--- src/rtl/csfd_pkg.sv ---
// Shared types and constants of the sensor frame decoder
`timescale 1ns / 1ps

package csfd_pkg;

    localparam int unsigned FRAME_BITS   = 40;
    localparam int unsigned BYTE_BITS    = 8;
    localparam int unsigned FRAME_BYTES  = FRAME_BITS / BYTE_BITS;
    localparam int unsigned CNT_W        = 6;
    localparam int unsigned BYTE_IDX_W   = 3;
    localparam int unsigned TIME_W       = 32;
    localparam int unsigned GAP_W        = 16;
    localparam int unsigned VALUE_W      = 16;
    localparam int unsigned PADDR_W      = 5;
    localparam int unsigned PDATA_W      = 32;
    localparam int unsigned S_TDATA_W    = 40;
    localparam int unsigned M_TDATA_W    = 80;
    localparam int unsigned M_TUSER_W    = 2;

    localparam logic [CNT_W-1:0] FRAME_BITS_C = CNT_W'(FRAME_BITS);

    // Byte positions within a frame
    localparam logic [BYTE_IDX_W-1:0] IDX_TYPE = 3'd0;
    localparam logic [BYTE_IDX_W-1:0] IDX_HIGH = 3'd1;
    localparam logic [BYTE_IDX_W-1:0] IDX_LOW  = 3'd2;
    localparam logic [BYTE_IDX_W-1:0] IDX_SUM  = 3'd3;
    localparam logic [BYTE_IDX_W-1:0] IDX_END  = 3'd4;

    // Register indexes, byte address is 4 * index
    typedef enum logic [2:0] {
        REG_GAP_LIMIT   = 3'd0,
        REG_END_MARKER  = 3'd1,
        REG_CO2_CODE    = 3'd2,
        REG_TEMP_CODE   = 3'd3,
        REG_HUMID_CODE  = 3'd4
    } reg_idx_t;

    localparam logic [GAP_W-1:0] GAP_LIMIT_RST  = 16'd2;
    localparam logic [7:0]       END_MARKER_RST = 8'd13;
    localparam logic [7:0]       CO2_CODE_RST   = 8'd80;
    localparam logic [7:0]       TEMP_CODE_RST  = 8'd66;
    localparam logic [7:0]       HUMID_CODE_RST = 8'd65;

    typedef struct packed {
        logic [GAP_W-1:0] gap_limit_ms;
        logic [7:0]       end_marker;
        logic [7:0]       co2_code;
        logic [7:0]       temperature_code;
        logic [7:0]       humidity_code;
    } cfg_t;

    typedef struct packed {
        logic               frame_ok;
        logic               frame_bad;
        logic [7:0]         frame_type;
        logic [VALUE_W-1:0] frame_value;
        logic [VALUE_W-1:0] co2_level;
        logic [VALUE_W-1:0] temperature_level;
        logic [VALUE_W-1:0] humidity_level;
        logic [CNT_W-1:0]   bits_held;
    } result_t;

endpackage

--- src/rtl/clocked_sensor_frame_decoder_top.sv ---
// Top level of the clocked sensor frame decoder
`timescale 1ns / 1ps

// Decodes a five-byte sensor frame (type, value high, value low, sum, end) sent
// one bit per sensor clock edge, MSB first. Each input item is one edge with its
// millisecond timestamp; a gap above gap_limit_ms restarts the frame. Every item
// gives exactly one result item carrying the check flags, the last good frame
// and the three level stores. A result reaches the output register from the input
// register that holds its input item; one item is taken every cycle while the output
// is not stalled, set by the update of the frame state between the two registers.
// Output back-pressure stalls the input side once both registers are full.

module clocked_sensor_frame_decoder_top
(
    input  logic                                clk,
    input  logic                                rst_n,
    // APB-style configuration
    input  logic                                psel,
    input  logic                                penable,
    input  logic                                pwrite,
    input  logic [csfd_pkg::PADDR_W-1:0]        paddr,
    input  logic [csfd_pkg::PDATA_W-1:0]        pwdata,
    output logic [csfd_pkg::PDATA_W-1:0]        prdata,
    output logic                                pready,
    // input items
    input  logic                                s_tvalid,
    output logic                                s_tready,
    input  logic [csfd_pkg::S_TDATA_W-1:0]      s_tdata,   // time_ms[31:0], data_level[32], zero pad
    // result items
    output logic                                m_tvalid,
    input  logic                                m_tready,
    output logic [csfd_pkg::M_TDATA_W-1:0]      m_tdata,   // frame_type, frame_value, co2_level,
                                                           // temperature_level, humidity_level,
                                                           // bits_held, zero pad
    output logic [csfd_pkg::M_TUSER_W-1:0]      m_tuser    // frame_ok, frame_bad
);

    csfd_pkg::cfg_t                 cfg;
    csfd_pkg::result_t              result;
    csfd_pkg::result_t              out_reg;
    logic                           in_valid_reg;
    logic                           in_valid_next;
    logic                           out_valid_reg;
    logic                           out_valid_next;
    logic [csfd_pkg::TIME_W-1:0]    in_time_reg;
    logic                           in_bit_reg;
    logic                           s_accept;
    logic                           advance;

    csfd_cfg_regs u_cfg
    (
        .clk     (clk),
        .rst_n   (rst_n),
        .psel    (psel),
        .penable (penable),
        .pwrite  (pwrite),
        .paddr   (paddr),
        .pwdata  (pwdata),
        .prdata  (prdata),
        .pready  (pready),
        .cfg     (cfg)
    );

    // Item moves from the input register into the output register
    assign advance  = in_valid_reg & (~out_valid_reg | m_tready);
    assign s_tready = ~in_valid_reg | advance;
    assign s_accept = s_tvalid & s_tready;

    assign in_valid_next  = s_accept ? 1'b1 : (advance ? 1'b0 : in_valid_reg);
    assign out_valid_next = advance  ? 1'b1 : (m_tready ? 1'b0 : out_valid_reg);

    always_ff @(posedge clk or negedge rst_n)
    begin
        if (!rst_n)
        begin
            in_valid_reg  <= 1'b0;
            out_valid_reg <= 1'b0;
        end
        else
        begin
            in_valid_reg  <= in_valid_next;
            out_valid_reg <= out_valid_next;
        end
    end

    always_ff @(posedge clk)
    begin
        if (s_accept)
        begin
            in_time_reg <= s_tdata[csfd_pkg::TIME_W-1:0];
            in_bit_reg  <= s_tdata[csfd_pkg::TIME_W];
        end
        if (advance)
        begin
            out_reg <= result;
        end
    end

    csfd_frame_core u_core
    (
        .clk        (clk),
        .rst_n      (rst_n),
        .en         (advance),
        .time_ms    (in_time_reg),
        .data_level (in_bit_reg),
        .cfg        (cfg),
        .result     (result)
    );

    assign m_tvalid = out_valid_reg;
    assign m_tuser  = {out_reg.frame_bad, out_reg.frame_ok};
    assign m_tdata  = {2'b00,
                       out_reg.bits_held,
                       out_reg.humidity_level,
                       out_reg.temperature_level,
                       out_reg.co2_level,
                       out_reg.frame_value,
                       out_reg.frame_type};

endmodule

--- src/rtl/csfd_cfg_regs.sv ---
// Configuration register file with APB-style access
`timescale 1ns / 1ps

module csfd_cfg_regs
(
    input  logic                            clk,
    input  logic                            rst_n,
    input  logic                            psel,
    input  logic                            penable,
    input  logic                            pwrite,
    input  logic [csfd_pkg::PADDR_W-1:0]    paddr,
    input  logic [csfd_pkg::PDATA_W-1:0]    pwdata,
    output logic [csfd_pkg::PDATA_W-1:0]    prdata,
    output logic                            pready,
    output csfd_pkg::cfg_t                  cfg
);

    csfd_pkg::cfg_t     cfg_reg;
    csfd_pkg::reg_idx_t reg_idx;
    logic               wr_en;

    assign pready  = 1'b1;
    assign reg_idx = csfd_pkg::reg_idx_t'(paddr[csfd_pkg::PADDR_W-1:2]);
    assign wr_en   = psel & penable & pwrite & pready;
    assign cfg     = cfg_reg;

    always_ff @(posedge clk or negedge rst_n)
    begin
        if (!rst_n)
        begin
            cfg_reg.gap_limit_ms     <= csfd_pkg::GAP_LIMIT_RST;
            cfg_reg.end_marker       <= csfd_pkg::END_MARKER_RST;
            cfg_reg.co2_code         <= csfd_pkg::CO2_CODE_RST;
            cfg_reg.temperature_code <= csfd_pkg::TEMP_CODE_RST;
            cfg_reg.humidity_code    <= csfd_pkg::HUMID_CODE_RST;
        end
        else if (wr_en)
        begin
            case (reg_idx)
                csfd_pkg::REG_GAP_LIMIT:
                    cfg_reg.gap_limit_ms <= pwdata[csfd_pkg::GAP_W-1:0];
                csfd_pkg::REG_END_MARKER:
                    cfg_reg.end_marker <= pwdata[7:0];
                csfd_pkg::REG_CO2_CODE:
                    cfg_reg.co2_code <= pwdata[7:0];
                csfd_pkg::REG_TEMP_CODE:
                    cfg_reg.temperature_code <= pwdata[7:0];
                csfd_pkg::REG_HUMID_CODE:
                    cfg_reg.humidity_code <= pwdata[7:0];
                default:
                    ;
            endcase
        end
    end

    always_comb
    begin
        prdata = '0;
        case (reg_idx)
            csfd_pkg::REG_GAP_LIMIT:
                prdata = {16'd0, cfg_reg.gap_limit_ms};
            csfd_pkg::REG_END_MARKER:
                prdata = {24'd0, cfg_reg.end_marker};
            csfd_pkg::REG_CO2_CODE:
                prdata = {24'd0, cfg_reg.co2_code};
            csfd_pkg::REG_TEMP_CODE:
                prdata = {24'd0, cfg_reg.temperature_code};
            csfd_pkg::REG_HUMID_CODE:
                prdata = {24'd0, cfg_reg.humidity_code};
            default:
                prdata = '0;
        endcase
    end

endmodule

--- src/rtl/csfd_frame_core.sv ---
// Frame state: gap detection, bit shifting, frame checks and level stores
`timescale 1ns / 1ps

module csfd_frame_core
(
    input  logic                            clk,
    input  logic                            rst_n,
    input  logic                            en,
    input  logic [csfd_pkg::TIME_W-1:0]     time_ms,
    input  logic                            data_level,
    input  csfd_pkg::cfg_t                  cfg,
    output csfd_pkg::result_t               result
);

    logic [csfd_pkg::TIME_W-1:0]    last_edge_time_reg;
    logic [csfd_pkg::CNT_W-1:0]     bit_counter_reg;
    logic [csfd_pkg::CNT_W-1:0]     bit_counter_next;
    logic [7:0]                     frame_bytes_reg  [csfd_pkg::FRAME_BYTES];
    logic [7:0]                     frame_bytes_next [csfd_pkg::FRAME_BYTES];
    logic [7:0]                     last_type_reg;
    logic [7:0]                     last_type_next;
    logic [csfd_pkg::VALUE_W-1:0]   last_value_reg;
    logic [csfd_pkg::VALUE_W-1:0]   last_value_next;
    logic [csfd_pkg::VALUE_W-1:0]   co2_store_reg;
    logic [csfd_pkg::VALUE_W-1:0]   co2_store_next;
    logic [csfd_pkg::VALUE_W-1:0]   temp_store_reg;
    logic [csfd_pkg::VALUE_W-1:0]   temp_store_next;
    logic [csfd_pkg::VALUE_W-1:0]   humid_store_reg;
    logic [csfd_pkg::VALUE_W-1:0]   humid_store_next;

    logic [csfd_pkg::TIME_W-1:0]    gap;
    logic                           restart;
    logic [csfd_pkg::CNT_W-1:0]     cnt_base;
    logic                           collect;
    logic [csfd_pkg::BYTE_IDX_W-1:0] byte_idx;
    logic                           complete;
    logic [7:0]                     sum;
    logic                           pass;
    logic                           ok;
    logic                           bad;
    logic [7:0]                     ftype;
    logic [csfd_pkg::VALUE_W-1:0]   fvalue;

    // Wrapping difference; a gap equal to the limit keeps the frame going
    assign gap      = time_ms - last_edge_time_reg;
    assign restart  = gap > {{(csfd_pkg::TIME_W-csfd_pkg::GAP_W){1'b0}}, cfg.gap_limit_ms};
    assign cnt_base = restart ? '0 : bit_counter_reg;
    assign collect  = cnt_base < csfd_pkg::FRAME_BITS_C;
    assign byte_idx = cnt_base[csfd_pkg::CNT_W-1:3];

    always_comb
    begin
        for (int i = 0; i < csfd_pkg::FRAME_BYTES; i++)
        begin
            if (collect && byte_idx == csfd_pkg::BYTE_IDX_W'(i))
                frame_bytes_next[i] = {frame_bytes_reg[i][6:0], data_level};
            else
                frame_bytes_next[i] = frame_bytes_reg[i];
        end
    end

    assign bit_counter_next = collect ? cnt_base + 1'b1 : cnt_base;
    assign complete = collect && (bit_counter_next == csfd_pkg::FRAME_BITS_C);

    assign sum    = frame_bytes_next[csfd_pkg::IDX_TYPE] + frame_bytes_next[csfd_pkg::IDX_HIGH]
                  + frame_bytes_next[csfd_pkg::IDX_LOW];
    assign pass   = (sum == frame_bytes_next[csfd_pkg::IDX_SUM])
                  && (frame_bytes_next[csfd_pkg::IDX_END] == cfg.end_marker);
    assign ok     = complete & pass;
    assign bad    = complete & ~pass;
    assign ftype  = frame_bytes_next[csfd_pkg::IDX_TYPE];
    assign fvalue = {frame_bytes_next[csfd_pkg::IDX_HIGH], frame_bytes_next[csfd_pkg::IDX_LOW]};

    // Overlapping codes load every matching store
    assign last_type_next   = ok ? ftype  : last_type_reg;
    assign last_value_next  = ok ? fvalue : last_value_reg;
    assign co2_store_next   = (ok && ftype == cfg.co2_code)         ? fvalue : co2_store_reg;
    assign temp_store_next  = (ok && ftype == cfg.temperature_code) ? fvalue : temp_store_reg;
    assign humid_store_next = (ok && ftype == cfg.humidity_code)    ? fvalue : humid_store_reg;

    always_ff @(posedge clk or negedge rst_n)
    begin
        if (!rst_n)
        begin
            last_edge_time_reg <= '0;
            bit_counter_reg    <= '0;
            for (int i = 0; i < csfd_pkg::FRAME_BYTES; i++)
            begin
                frame_bytes_reg[i] <= '0;
            end
            last_type_reg      <= '0;
            last_value_reg     <= '0;
            co2_store_reg      <= '0;
            temp_store_reg     <= '0;
            humid_store_reg    <= '0;
        end
        else if (en)
        begin
            last_edge_time_reg <= time_ms;
            bit_counter_reg    <= bit_counter_next;
            for (int i = 0; i < csfd_pkg::FRAME_BYTES; i++)
            begin
                frame_bytes_reg[i] <= frame_bytes_next[i];
            end
            last_type_reg      <= last_type_next;
            last_value_reg     <= last_value_next;
            co2_store_reg      <= co2_store_next;
            temp_store_reg     <= temp_store_next;
            humid_store_reg    <= humid_store_next;
        end
    end

    always_comb
    begin
        result.frame_ok          = ok;
        result.frame_bad         = bad;
        result.frame_type        = last_type_next;
        result.frame_value       = last_value_next;
        result.co2_level         = co2_store_next;
        result.temperature_level = temp_store_next;
        result.humidity_level    = humid_store_next;
        result.bits_held         = bit_counter_next;
    end

endmodule

--- config.mk ---
export PLATFORM = sky130hd
export DESIGN_NAME = clocked_sensor_frame_decoder_top
export DESIGN_NICKNAME = d
export VERILOG_FILES = /design/src/rtl/csfd_pkg.sv /design/src/rtl/clocked_sensor_frame_decoder_top.sv /design/src/rtl/csfd_cfg_regs.sv /design/src/rtl/csfd_frame_core.sv
export SDC_FILE = /design/constraint.sdc
export NUM_CORES = 1
export LEC_CHECK = 0
export BUFFER_PORTS_ARGS = -buffer_cell sky130_fd_sc_hd__buf_2
export CAP_MARGIN = 0
export CORE_ASPECT_RATIO = 1.5
export CORE_MARGIN = 3
export CORE_UTILIZATION = 56
export CTS_CLUSTER_SIZE = 30
export DETAILED_ROUTE_END_ITERATION = 10
export PLACE_DENSITY = 0.77
export SYNTH_ARGS = -nofsm -noshare
export SYNTH_HDL_FRONTEND = slang
export SYNTH_SLANG_ARGS = --single-unit
export TNS_END_PERCENT = 100
--- constraint.sdc ---
create_clock -name clk -period 11.7 [get_ports clk]
set_input_delay 0 -clock clk [delete_from_list [all_inputs] [get_ports clk]]
set_output_delay 0 -clock clk [all_outputs]
set_load 0.02 [all_outputs]
# == Word-level counts from Yosys, hierarchy flattened ==
# Cells that the tools add are included.
# word_totals
romBits,0
ramBits,0
latch_bits,0
n_memories,0
output_inout_bits,117
wordCells,96
inputBits,84
reg_bits,313
# op_classes
n_addsub,4
bitwise_logic,11
div_mod_pow,0
shifts,0
n_mux,17
eq_ne,14
mul,0
n_reduce_logical,19
order_cmp,2
# op_table
operator,count
one-hot mux 16 bit (5 select lines),1
two-way mux 16 bit,4
two-way mux 8 bit,6
equality test 8 bit,5
> comparator 32 x 16 -> 1 bit,1
subtractor 32 bit,1
adder 8 bit,2
"equality test 3 x 2 -> 1 bit, second input constant",4
two-way mux 6 bit,2
logical AND 1 bit,10
AND reduction 2 bit,5
"adder 6 x 1 -> 6 bit, second input constant",1
bitwise AND 1 bit,6
"equality test 3 x 1 -> 1 bit, second input constant",2
"equality test 3 bit, second input constant",2
"equality test 6 bit, second input constant",1
logical NOT 3 bit,2
"< comparator 6 bit, second input constant",1
two-way mux 1 bit,4
nonzero test 2 bit,2
inverter 1 bit,3
OR 1 bit,2

# == Logic depth before layout (Yosys ltp) ==
# Gate-level depths: netlist of run 1.
# logic_depth
word_depth,13
ltp_mapped,42
ltp_nobuf,39

# == Hierarchy ==
# A second synthesis of run 1 with hierarchy kept.
# hier_totals
cells_unflattened,1400
hier_area_um2,16963.8
# modules_own_cells
module,seq_area_each_um2,area_each_um2,cells_per_inst,n_inst
csfd_frame_core,3753.6,11030.6,1097,1
clocked_sensor_frame_decoder_top,3443.3,3515.9,124,1
csfd_cfg_regs,1213.7,2417.3,179,1

# == Worst setup path before layout of run 1 ==
# No wires, ideal clock.
# synth_path
path_type,flip-flop to flip-flop
startpoint,register u_core.last_edge_time_reg[0] (netlist name)
endpoint,"register out_reg, in the netlist m_tdata[29], data pin"
setup_time_ns,0.260
t_arrival_ns,7.902
n_path_buf,3
path_stages_with_launch,34
required_time_ns,11.440
setup_slack_ns,3.538
period_less_slack_ns,8.162
cell_sequence,dfrtp_1 -> ha_1 -> fa_1 -> nor2b_1 -> o2111ai_1 -> a21o_1 -> a31o_2 -> xnor2_1 -> ha_1 -> nand4_1 -> nor3_1 -> nand4_1 -> o22ai_1 -> o2111ai_1 -> or4_1 -> nor4_4 -> buf_2 -> nand2_1 -> o21ai_0 -> inv_1 -> fa_1 -> inv_1 -> ha_1 -> a21oi_1 -> o21bai_1 -> a21oi_1 -> xor2_1 -> xnor2_1 -> mux2i_1 -> xnor3_2 -> or4b_1 -> buf_6 -> buf_8 -> mux2_4
# synth_rtl
element,line,rtl
from (decl),csfd_frame_core.sv:15,logic [csfd_pkg::TIME_W-1:0] last_edge_time_reg;
from (signal assigned),csfd_frame_core.sv:99,last_edge_time_reg <= time_ms;
to (signal assigned),clocked_sensor_frame_decoder_top.sv:95,out_reg <= result;
to (decl),clocked_sensor_frame_decoder_top.sv:40,csfd_pkg::result_t out_reg;

==> flow_metrics.py, run 1 <==
metrics = {
    "cells_and_area": {
        "num_antenna_cells": 0,
        "final_area_sq_um": 19500,
        "largest_reg_flops": 78,
        "nets": 1784,
        "drive_above_1_share_pct": 27.5,
        "syn_to_final_growth_pct": 14.7,
    },
    "power": {
        "p_comb_share_pct": 24.3,
        "clkPwrFrac_pct": 31.8,
        "p_leak_nw": 8.81,
        "power_density_nw_per_um2": 153,
        "p_switching_w": 0.000922,
        "vdd_drop_max_v": 0.000134,
        "swShare_pct": 31.0,
        "power_frac_seq_pct": 43.9,
        "p_int_w": 0.00205,
    },
    "setup_path": {
        "r2r-start": "in_time_reg[0]",
        "end_kind": "register",
        "path_delay_family": "simple AND/OR/NAND/NOR gates",
        "crit_arrival_ps": 10630,
        "r2r-end": "m_tdata[68]",
        "cp_max_fo": 16,
        "critPathBufInv": 5,
        "crit_path_frequent_cell": "inv_1",
        "ff2ff_path_depth": 35,
        "startpoint_type": "register",
        "crit_required_ps": 12010,
        "path_class": "register to register",
        "slowest_delay_ps": 1050,
        "r2r_setup_slack_ps": 1370,
        "critPathSlowestCell": "or4b_1",
    },
    "global_route": {
        "grt_max_degree": 75,
        "grt_overflow": 0,
        "antenna_found_initial": 0,
        "grt_pass1_wl_um": 60400,
        "grt.total_usage_pct": 23.1,
        "grt_pass1_vias": 11737,
    },
    "die": {
        "core_sq_um": 29700,
        "start_util_pct": 57.2,
        "rows": 77,
        "die_x_um": 148,
        "ioPinCount": 201,
        "die_area_sq_um": 32500,
        "fp.dieH_um": 219,
    },
    "hold_path": {
        "min_path_cells": 4,
        "min_delay_worst_endpoint": "u_cfg.cfg[31]",
        "hp-class": "input pin to register",
        "hold_start": "paddr[4]",
    },
    "timing": {
        "timing.final.crit_share_pct": 88.3,
        "worst_pin_slew_ps": 1130,
        "setup_violations": 0,
        "slew_headroom_pct": 24.9,
        "final.setup.tns_ps": 0,
        "fin_crit_ps": 10330,
        "holdWs_ps": 130,
        "fmaxAchievable_ghz": 0.0968,
        "maxSlewViolCount": 0,
        "rsz0062_at_grt": "no",
        "fin_skew_ps": 16.7,
        "hold_viol": 0,
    },
    "synthesis": {
        "syn_area_per_cell_sq_um": 11.7,
        "synth-edff-count": 113,
        "ys_seq_area_share_pct": 49.6,
        "netlist_instances": 1448,
        "yosys-top-cells-count": "dfrtp_1, mux2_2, nand2_1",
        "ys_ff_latch": 313,
        "synthArstFlopShare_pct": 63.9,
        "yosys_warnings": 0,
        "yosys.cell_count.top_type": "dfrtp_1",
        "yosysUniqueCellTypes": 85,
        "synthTopCellsByArea": "dfrtp_1, edfxtp_1, mux2_2, ha_1, mux2_4",
        "synth_ff_type": "dfrtp_1",
        "yosys.area.top_type": "dfrtp_1",
        "synth_area_sq_um": 17000,
        "yosys.area.top_type_share_pct": 28.0,
    },
    "place": {
        "place_hpwl_um": 27000,
        "gp_congestion": 0.891,
        "port_buffers": 156,
        "postPlaceCellArea_sq_um": 18000,
    },
    "cts": {
        "cts_setup_buffers": 0,
        "tritoncts": "done",
        "clk_root_buffer_cell": "clkbuf_16",
        "post_cts_resized": 0,
        "clk_path_buf_depth": 3,
        "clock_latency_ps": 570,
        "path_clk_slew_ps": 60,
        "htree_levels": 1,
        "cts-buffers-inserted": 29,
        "numClockSinks": 313,
        "cts_hold_buf": 55,
    },
    "status": {
        "status": "finished, final reports clean",
    },
    "routing": {
        "dr.pass1.iters": 6,
        "drt-initial-drc-count": 435,
        "ant_nets": 0,
        "wl_per_cell_um": 18.3,
        "drc_errors": 0,
        "dr_total_vias": 11505,
        "wl_um": 37600,
        "vias_per_cell": 5.60,
    },
    "job": {
        "drv_cap": 0,
    },
}
-- cell families after synthesis --
kind of cell / synth area share [%]
buf+inv: 4.89
compound gates: 10.5
fa+ha+maj: 5.04
xor+xnor: 4.17
simple gates: 9.46
mux: 16.3
flops: 49.6
other cells: 0.0443
-- worst max path at each step --
stage	start	end	slack [ps]	cells after the start
3_5_place_dp	in_time_reg[0]	m_tdata[64]	1430	35
3_3_place_gp	in_time_reg[0]	m_tdata[56]	1680	35
5_1_grt	in_time_reg[0]	m_tdata[61]	730	35
4_1_cts	in_time_reg[0]	m_tdata[68]	1360	35
6_report	in_time_reg[0]	m_tdata[68]	1370	35
2_1_floorplan	u_core.last_edge_time_reg[0]	m_tdata[29]	3540	33
-- metrics by stage --
stage,std cells,worst slack (ps),util (%),total power (W)
after global placement,1946,1680,60.5,0.00201
after global routing,2055,731,65.6,0.00313
final,2055,1370,65.6,0.00297
after floorplan,1465,3540,-,0.00183
after CTS,2055,1360,65.6,0.00300
after detailed placement,1946,1430,60.5,0.00203
-- routing by layer --
metal  wire (um)  track usage (%)
met1       14000             25.2
met2       20600             44.6
met3        1460             2.69
met4        1540             10.0
met5           0                0
-- layout by cell type, fill, tap and decap left out, drive strengths merged, types with 45 or more instances in the layout --
cell / n
xnor2: 54
dfrtp: 190
dlygate4sd3: 55
mux2: 220
ha: 54
o21ai: 104
nand2: 124
edfxtp: 113
buf: 167
inv: 100
a21oi: 45
-- layout make-up --
type | instances | area, sq um
sequential | 313 | 8410
multi-input combinational | 972 | 7800
clock buffer | 37 | 776
fill | 2337 | 10200
inverter | 98 | 370
tap | 395 | 494
clock inverter | 17 | 170
timing repair buffer | 223 | 1430
-- worst register-to-register path: cells and delay by family, from the launching register on --
family | cells | cell delay [ps]
fa+ha+maj | 6 | 1770
mux | 3 | 1040
simple gates | 8 | 3260
buf+inv | 5 | 340
compound gates | 9 | 2080
xor+xnor | 4 | 1270
flops | 1 | 340
-- power groups by stage --
stage / sequential, W / clock (W) / combinational, W
CTS: 0.00130 / 0.000968 / 0.000724
floorplan: 0.00131 / 0 / 0.000513
finish: 0.00131 / 0.000944 / 0.000721
detailed placement: 0.00132 / 0 / 0.000704
global route: 0.00132 / 0.00101 / 0.000801
global placement: 0.00132 / 0 / 0.000685
(Power assumes the default switching activity.)
==> inputs of run 2 (changes only) <==
CORE_UTILIZATION = 40   (was 56)
CTS_BUF_LIST = sky130_fd_sc_hd__clkbuf_16   (was default)
PLACE_DENSITY = default   (was 0.77)
SETUP_SLACK_MARGIN = 0.2   (was default)
==> flow_metrics.py, run 2 (same netlist as run 1, synthesis figures left out) <==
metrics = {
    "routing": {
        "dr.pass1.iters": 4,
        "ant_nets": 0,
        "vias_per_cell": 5.14,
        "wl_um": 39400,
        "drt-initial-drc-count": 540,
        "wl_per_cell_um": 17.7,
        "drc_errors": 0,
        "dr_total_vias": 11411,
    },
    "power": {
        "power_density_nw_per_um2": 154,
        "swShare_pct": 31.0,
        "p_int_w": 0.00209,
        "p_comb_share_pct": 23.8,
        "clkPwrFrac_pct": 33.1,
        "p_leak_nw": 8.85,
        "vdd_drop_max_v": 0.000128,
        "power_frac_seq_pct": 43.1,
        "p_switching_w": 0.000941,
    },
    "die": {
        "die_area_sq_um": 45000,
        "fp.dieH_um": 258,
        "start_util_pct": 40.8,
        "ioPinCount": 201,
        "die_x_um": 174,
        "rows": 91,
        "core_sq_um": 41600,
    },
    "place": {
        "postPlaceCellArea_sq_um": 18200,
        "place_hpwl_um": 29200,
        "port_buffers": 156,
        "gp_congestion": 0.871,
    },
    "global_route": {
        "grt_pass1_vias": 11770,
        "grt.total_usage_pct": 17.4,
        "antenna_found_initial": 0,
        "grt_max_degree": 94,
        "grt_overflow": 0,
        "grt_pass1_wl_um": 63500,
    },
    "timing": {
        "slew_headroom_pct": 23.0,
        "final.setup.tns_ps": 0,
        "fin_skew_ps": 29.9,
        "rsz0062_at_grt": "no",
        "setup_violations": 0,
        "fmaxAchievable_ghz": 0.0982,
        "timing.final.crit_share_pct": 87.1,
        "fin_crit_ps": 10190,
        "maxSlewViolCount": 0,
        "worst_pin_slew_ps": 1150,
        "hold_viol": 0,
    },
    "setup_path": {
        "ff2ff_path_depth": 35,
        "critPathSlowestCell": "or4b_1",
        "end_kind": "register",
        "path_delay_family": "simple AND/OR/NAND/NOR gates",
        "crit_arrival_ps": 10500,
        "startpoint_type": "register",
        "r2r-start": "in_time_reg[0]",
        "cp-startpoint": "in_time_reg[0]",
        "crit_required_ps": 12010,
        "r2r-end": "m_tdata[68]",
        "cp_max_fo": 16,
        "path_class": "register to register",
        "critPathBufInv": 5,
        "r2r_setup_slack_ps": 1510,
        "slowest_delay_ps": 1070,
        "crit_path_frequent_cell": "inv_1",
    },
    "cells_and_area": {
        "num_antenna_cells": 0,
        "final_area_sq_um": 19700,
        "drive_above_1_share_pct": 27.5,
        "syn_to_final_growth_pct": 16.3,
        "fillers": 3834,
        "nets": 1785,
        "largest_reg_flops": 78,
        "final_common_cell": "dfrtp_1",
        "final_cell_mix": "dfrtp_1, mux2_2, buf_2",
        "seq_area_sq_um": 8410,
        "multi_input_area_sq_um": 7800,
    },
    "cts": {
        "clk_root_buffer_cell": "clkbuf_16",
        "tritoncts": "done",
        "cts_hold_buf": 55,
        "numClockSinks": 313,
        "cts_setup_buffers": 0,
        "post_cts_resized": 0,
        "path_clk_slew_ps": 60,
        "clock_latency_ps": 590,
        "clk_path_buf_depth": 3,
        "htree_levels": 1,
        "cts-buffers-inserted": 30,
    },
    "hold_path": {
        "min_path_cells": 2,
        "min_delay_worst_endpoint": "in_time_reg[11]",
        "hp-class": "input pin to register",
        "hold_start": "s_tdata[11]",
    },
    "job": {
        "drv_cap": 0,
    },
    "status": {
        "status": "finished, final reports clean",
    },
}
==> run 2: cell types whose count changed in the layout (fill, tap and decap cells not counted), moves of 2 or more <==
cell       change
clkbuf_8       -2
clkbuf_1       -6
bufinv_16      +2
clkinv_1       +3
inv_1          +4
==> run 2: final cells by class <==
| class | instances | share of cell area, % |
|---|---|---|
| inverter | 98 | 1.88 |
| clock buffer | 30 | 3.80 |
| multi-input combinational | 972 | 39.5 |
| sequential | 313 | 42.6 |
| tap | 558 | 3.54 |
| timing repair buffer | 223 | 7.25 |
| clock inverter | 26 | 1.36 |
==> run 2: how the worst max path moves through the flow <==
stage                        endpoint  cells past startpoint
after floorplan           m_tdata[29]                     33
after global placement    m_tdata[36]                     35
after detailed placement  m_tdata[68]                     35
after CTS                 m_tdata[68]                     35
after global routing      m_tdata[68]                     35
final                     m_tdata[68]                     35
==> run 2: worst reg2reg max path: cells and delay by family, from the launching register on <==
| kind | cells | cell delay, ps |
|---|---|---|
| AOI/OAI and AO/OA | 9 | 2030 |
| xor gates and xnor gates | 4 | 1130 |
| adders and majority gates | 6 | 1880 |
| buffers and inverters | 5 | 340 |
| DFF | 1 | 340 |
| muxes | 3 | 1050 |
| and+or+nand+nor | 8 | 3180 |
==> run 2: power groups by stage <==
stage                     combinational, W  clock (W)  sequential [W]
after floorplan                   0.000513          0         0.00131
final                             0.000722    0.00100         0.00131
after CTS                         0.000730    0.00104         0.00131
after global placement            0.000698          0         0.00132
after global routing              0.000806    0.00107         0.00132
after detailed placement          0.000711          0         0.00133
==> run 2: metrics by stage <==
stage | total power [W] | setup WS, ps | hold slack (ps) | cells | utilization (%)
2_1_floorplan | 0.00183 | 3540 | -296 | 1465 | -
3_3_place_gp | 0.00202 | 1550 | 42.5 | 2109 | 43.7
3_5_place_dp | 0.00204 | 1530 | 48.0 | 2109 | 43.7
4_1_cts | 0.00307 | 1490 | 84.2 | 2220 | 47.5
5_1_grt | 0.00320 | 744 | 114 | 2220 | 47.5
6_report | 0.00303 | 1510 | 118 | 2220 | 47.5
==> run 2: per-layer routing <==
metal  global-route usage (%)  share of wire, %  vias up
met2                     34.7                56      221
li1                         -                 -     5564
met1                     19.0                38     5564
met5                        0                 0        -
met3                     1.93               3.2       62
met4                     5.39               2.9        0
